[src/rtl/sts_pkg.sv]
// shared types and constants for section timing statistics
// no dependencies
`timescale 1ns / 1ps
`default_nettype none
package sts_pkg;
    localparam int OPEN_DEPTH    = 16;
    localparam int SECTION_COUNT = 16;
    localparam int TIME_BITS     = 32;
    localparam int OPEN_AW = $clog2(OPEN_DEPTH);
    localparam int DEPTH_W = $clog2(OPEN_DEPTH + 1);
    localparam int SEC_AW  = $clog2(SECTION_COUNT);

    localparam logic [1:0] ST_ENTERED   = 2'd0;
    localparam logic [1:0] ST_FULL      = 2'd1;
    localparam logic [1:0] ST_MATCHED   = 2'd2;
    localparam logic [1:0] ST_UNMATCHED = 2'd3;

    typedef enum logic [2:0] {
        S_IDLE, S_SEARCH, S_SHIFT, S_STAT, S_SQUARE, S_DONE
    } t_state;

    typedef struct packed {
        logic load;
        logic push;
        logic search_step;
        logic shift_step;
        logic stat_read;
        logic stat_write;
        logic emit;
    } t_cmd;

    typedef struct packed {
        logic is_exit;
        logic full;
        logic search_end;
        logic found;
        logic shift_end;
    } t_status;
endpackage
`default_nettype wire

[src/rtl/sts_ctrl.sv]
// controller state machine for section timing statistics
// depends on sts_pkg
`timescale 1ns / 1ps
`default_nettype none
module sts_ctrl (
    input  wire               i_clk,
    input  wire               i_rst_n,
    input  wire               i_start,
    input  sts_pkg::t_status  i_stat,
    output logic              o_busy,
    output sts_pkg::t_cmd     o_cmd
);
    sts_pkg::t_state r_state, n_state;

    always_ff @(posedge i_clk) begin
        if (!i_rst_n) r_state <= sts_pkg::S_IDLE;
        else          r_state <= n_state;
    end

    always_comb begin
        n_state = r_state;
        o_cmd   = '0;
        o_busy  = 1'b1;
        unique case (r_state)
            sts_pkg::S_IDLE: begin
                o_busy = 1'b0;
                if (i_start) begin
                    o_cmd.load = 1'b1;
                    n_state = sts_pkg::S_SEARCH;
                end
            end
            sts_pkg::S_SEARCH: begin
                if (!i_stat.is_exit) begin
                    o_cmd.push = !i_stat.full;
                    n_state = sts_pkg::S_DONE;
                end else if (i_stat.found) begin
                    n_state = sts_pkg::S_SHIFT;
                end else if (i_stat.search_end) begin
                    n_state = sts_pkg::S_DONE;
                end else begin
                    o_cmd.search_step = 1'b1;
                end
            end
            sts_pkg::S_SHIFT: begin
                if (i_stat.shift_end) begin
                    o_cmd.stat_read = 1'b1;
                    n_state = sts_pkg::S_STAT;
                end else begin
                    o_cmd.shift_step = 1'b1;
                end
            end
            sts_pkg::S_STAT:   n_state = sts_pkg::S_SQUARE;
            sts_pkg::S_SQUARE: begin
                o_cmd.stat_write = 1'b1;
                n_state = sts_pkg::S_DONE;
            end
            sts_pkg::S_DONE: begin
                o_cmd.emit = 1'b1;
                n_state = sts_pkg::S_IDLE;
            end
            default: n_state = sts_pkg::S_IDLE;
        endcase
    end
endmodule
`default_nettype wire

[config.mk]
export PLATFORM = sky130hd
export DESIGN_NAME = sts_ctrl
export DESIGN_NICKNAME = d
export VERILOG_FILES = /design/src/rtl/sts_pkg.sv /design/src/rtl/sts_ctrl.sv
export SDC_FILE = /design/constraint.sdc
export NUM_CORES = 1
export LEC_CHECK = 0
export BUFFER_PORTS_ARGS = -buffer_cell sky130_fd_sc_hd__buf_2
export CORE_AREA = 5 5 42 44
export DETAILED_ROUTE_END_ITERATION = 8
export DIE_AREA = 0 0 47 49
export SETUP_SLACK_MARGIN = 0.3
export SYNTH_ARGS = -nofsm -noshare
export SYNTH_HDL_FRONTEND = slang
export SYNTH_SLANG_ARGS = --single-unit
[constraint.sdc]
create_clock -name i_clk -period 2.3 [get_ports i_clk]
set_clock_uncertainty 0.1 [all_clocks]
set_input_delay 0.23 -clock i_clk [delete_from_list [all_inputs] [get_ports i_clk]]
set_output_delay 0.23 -clock i_clk [all_outputs]
set_load 0.05 [all_outputs]
== Word level (Yosys, flattened, before mapping) ==
Index checks and enable logic that the tools add are counted.
Word-level totals
  bits in latches: 0
  word-level logic and storage cells: 31
  memories kept: 0
  register bits after elaboration: 3
  output and inout port bits: 8
  ROM bits: 0
  bits in writable memories: 0
Operators by class
  bitwise operators: 0
  add/subtract/negate cells: 0
  reductions and logical operators: 3
  div/mod/pow operators: 0
  order comparisons: 0
  $mul: 0
  mux-type cells: 19
  shifts and indexed selects: 0
  eq/ne operators: 8
Operator list (count)
  2-to-1 mux 3 bit: 5
  case mux 3 bit (5 select lines): 1
  2-to-1 mux 1 bit: 11
  == test 3 x 2 -> 1 bit, second input constant: 2
  == test 3 bit, second input constant: 2
  2-to-1 mux 2 bit: 2
  inequality test 2 bit, second input constant: 2
  inequality test 4 bit, second input constant: 1
  == test 3 x 1 -> 1 bit, second input constant: 1
  zero test 3 bit: 1
  AND reduction 3 bit: 1
  zero test 1 bit: 1

== Longest topological paths before layout ==
  word-level depth: 4
  mapped depth: 4
  mapped depth without buffers: 3

== Least setup slack after synthesis ==
No wires, ideal clock.
  path kind: register -> output
  from: reg r_state[0]
  to: out o_cmd[5] (netlist bit)
  arrival: 2.182 ns
  buffers on the path: 0
  path slack: -0.212 ns
  cell stages (with the launch flop): 3
  path through: dfxtp_1 -> and2b_2 -> nor4b_1
RTL lines
  start: declaration: RTL line sts_ctrl.sv:13  | sts_pkg::t_state r_state, n_state;
  start signal: assignment: RTL line sts_ctrl.sv:16  | if (!i_rst_n) r_state <= sts_pkg::S_IDLE;
  start signal: assignment: RTL line sts_ctrl.sv:17  | else r_state <= n_state;
  end: declaration: RTL line sts_ctrl.sv:11  | output sts_pkg::t_cmd o_cmd

==> flow_summary.toml <==
[synthesis]
synth-seq-cells = 3
syn-num-nets = 35
synth.distinct_cells = 20
synth_area_um2 = 238
synth_top_cell_area_share_pct = 25.3
synth_cells = 27
yosys_warnings = 0
yosysTopAreaCell = "dfxtp_1"
synth_top_cells_by_area = "dfxtp_1, and2b_2, o21a_1"
postSynthAreaPerCell_um2 = 8.80
ys_seq_area_share_pct = 25.3

[finish]
layout_commonest_cell = "buf_2"
stdcell_area_um2 = 360
largest_reg_flops = 3
area_growth_pct = 51.6
nFillCells = 163
top_register = "r_state"
largest_registers = "r_state: 3 flops"
register_area_um2 = 60.1
final_cell_mix = "buf_2, clkbuf_4, dfxtp_1"
drive_above_1_share_pct = 57.8
fin_nets = 54
multi_input_area_um2 = 171
diodes = 0

[drt]
num_vias = 254
vias_per_cell = 4.16
drt-total-wl_um = 627
drc = 0
routedWlPerCell_um = 10.3
firstDrtPassIters = 2
ant_nets = 0
drtIter0Drc = 6

[timing]
timing.final.crit_share_pct = 72.6
rsz0062_at_grt = "false"
fmax_mhz = 599
tightest_slew_ns = 0.344
slew_headroom_pct = 77.0
hold_viol = 0
finalCriticalPeriod_ns = 1.67
setup_tns_ns = 0
maxSlewViolCount = 0
setup_viol = 0
fin_ws_ns = 0.630

[worst_hold_path]
min_from = "i_rst_n"
holdPathStages = 2
hold_end = "r_state[0]"
hold_class = "primary input to flop"

[critical_path]
crit_type = "flop to output port"
r2r_start = "r_state[2]"
start_kind = "flop"
slowest_delay_ns = 0.44
r2r_slack_ns = 1.08
rr_endpoint = "r_state[0]"
cp_cell_sequence = "and2b_2 > nor4b_2 > buf_2"
crit_fanout = 7
cp-end-kind = "output port"
cp.arrival_ns = 1.34
crit_required_ns = 1.97
cp_slowest_cell = "dfxtp_1"
reg2regPathDepth = 3

[global_route]
met3_usage_pct = 2.58
use_met1_pct = 5.04
grt_pass1_vias = 238
met2_usage_pct = 8.60
grt-busiest-layer = "met2"
grt_pass1_wl_um = 876
grt_max_degree = 11
grt_usage_pct = 5.42
overflow = 0
antenna_found_initial = 0

[place]
portBuffers = 15
gp_congestion = 0.628
detailed_place.area_um2 = 334
post-dp-hpwl_um = 523
dpl_worst_slack_ns = 0.868

[clock_network]
cts_buffer_depth = 2
ctsResizeCount = 0
cts_root_buf = "clkbuf_4"
holdBufCountCts = 0
tritoncts = "yes"
numCtsBuffers = 3
post_cts_buffers = 0
h-tree-depth = 1
path_clk_slew_ns = 0.03
clk_latency_ns = 0.23
cts.sinks = 3

[power_and_ir_drop]
power.leakage_nw = 0.182
vdd_drop_max_uv = 188
power_density_nw_per_um2 = 675

[die]
die-area_um2 = 2300
die_y_um = 49
die_x_um = 47
core_area_um2 = 1400
start_util_pct = 17.0
rows = 14
io_pins = 16

[flow_run]
max_cap_violations = 0

[outcome]
status = "complete, no violations"
metal layers:
layer | vias to the layer above | share of wire [%]
met5 | - | 0
met2 | 7 | 53
li1 | 134 | -
met1 | 113 | 36
met4 | 0 | 0
met3 | 0 | 11
power by group:
group / internal [mW] / switching (mW) / leakage, nW
clock: 0.0648 / 0.0243 / 0.0150
combinational: 0.0298 / 0.0570 / 0.143
sequential: 0.0572 / 0.00993 / 0.0247
total: 0.152 / 0.0913 / 0.182
Yosys cell counts:
library cell and instances:
a31oi_1 1, nor4b_1 1, and4b_1 1, buf_6 1
nand2_1 1, nor2_1 2, inv_1 2, a211oi_2 1
a21o_1 1, and2b_2 2, nand2b_1 1, nor3_1 1
and3_1 2, and2_2 1, and3_4 1, a311oi_1 1
nor4_1 1, dfxtp_1 3, o21a_1 2, nor3b_2 1
worst max path at each step:
| stage | start | to | slack, ns | cells after the start |
|---|---|---|---|---|
| global placement | r_state[1] | o_cmd[3] | 0.88 | 3 |
| global route | r_state[0] | o_cmd[5] | 0.54 | 3 |
| detailed placement | r_state[0] | o_cmd[5] | 0.87 | 3 |
| finish | r_state[0] | o_cmd[5] | 0.63 | 3 |
| floorplan | r_state[0] | o_cmd[5] | 0.47 | 2 |
| CTS | r_state[0] | o_cmd[5] | 0.61 | 3 |
metrics by stage:
step | power, mW | cells | utilization (%) | hold WS [ns]
after CTS | 0.251 | 61 | 25.7 | 0.133
final | 0.243 | 61 | 25.7 | 0.136
after floorplan | 0.136 | 27 | - | 0.248
after global placement | 0.155 | 57 | 23.8 | 0.365
after detailed placement | 0.155 | 57 | 23.8 | 0.375
after global routing | 0.257 | 61 | 25.7 | 0.145
final cells by class:
cell class / instances / area share, %
multi-input combinational: 21 / 47.6
sequential: 3 / 16.7
clock buffer: 4 / 7.29
timing repair buffer: 15 / 20.8
inverter: 2 / 2.08
tap: 16 / 5.56
logic make-up after synthesis:
logic type,Yosys count,share of synthesized area [%]
compound gates,6,21.1
buf+inv,3,7.90
flops,3,25.3
simple gates,15,45.8
worst max-delay path: cells and delay by family, from the launching register on:
| kind | cells | cell delay [ns] |
|---|---|---|
| buf+inv | 1 | 0.30 |
| flops | 1 | 0.44 |
| simple gates | 2 | 0.38 |
No activity file was read; power rests on OpenSTA's default activity.
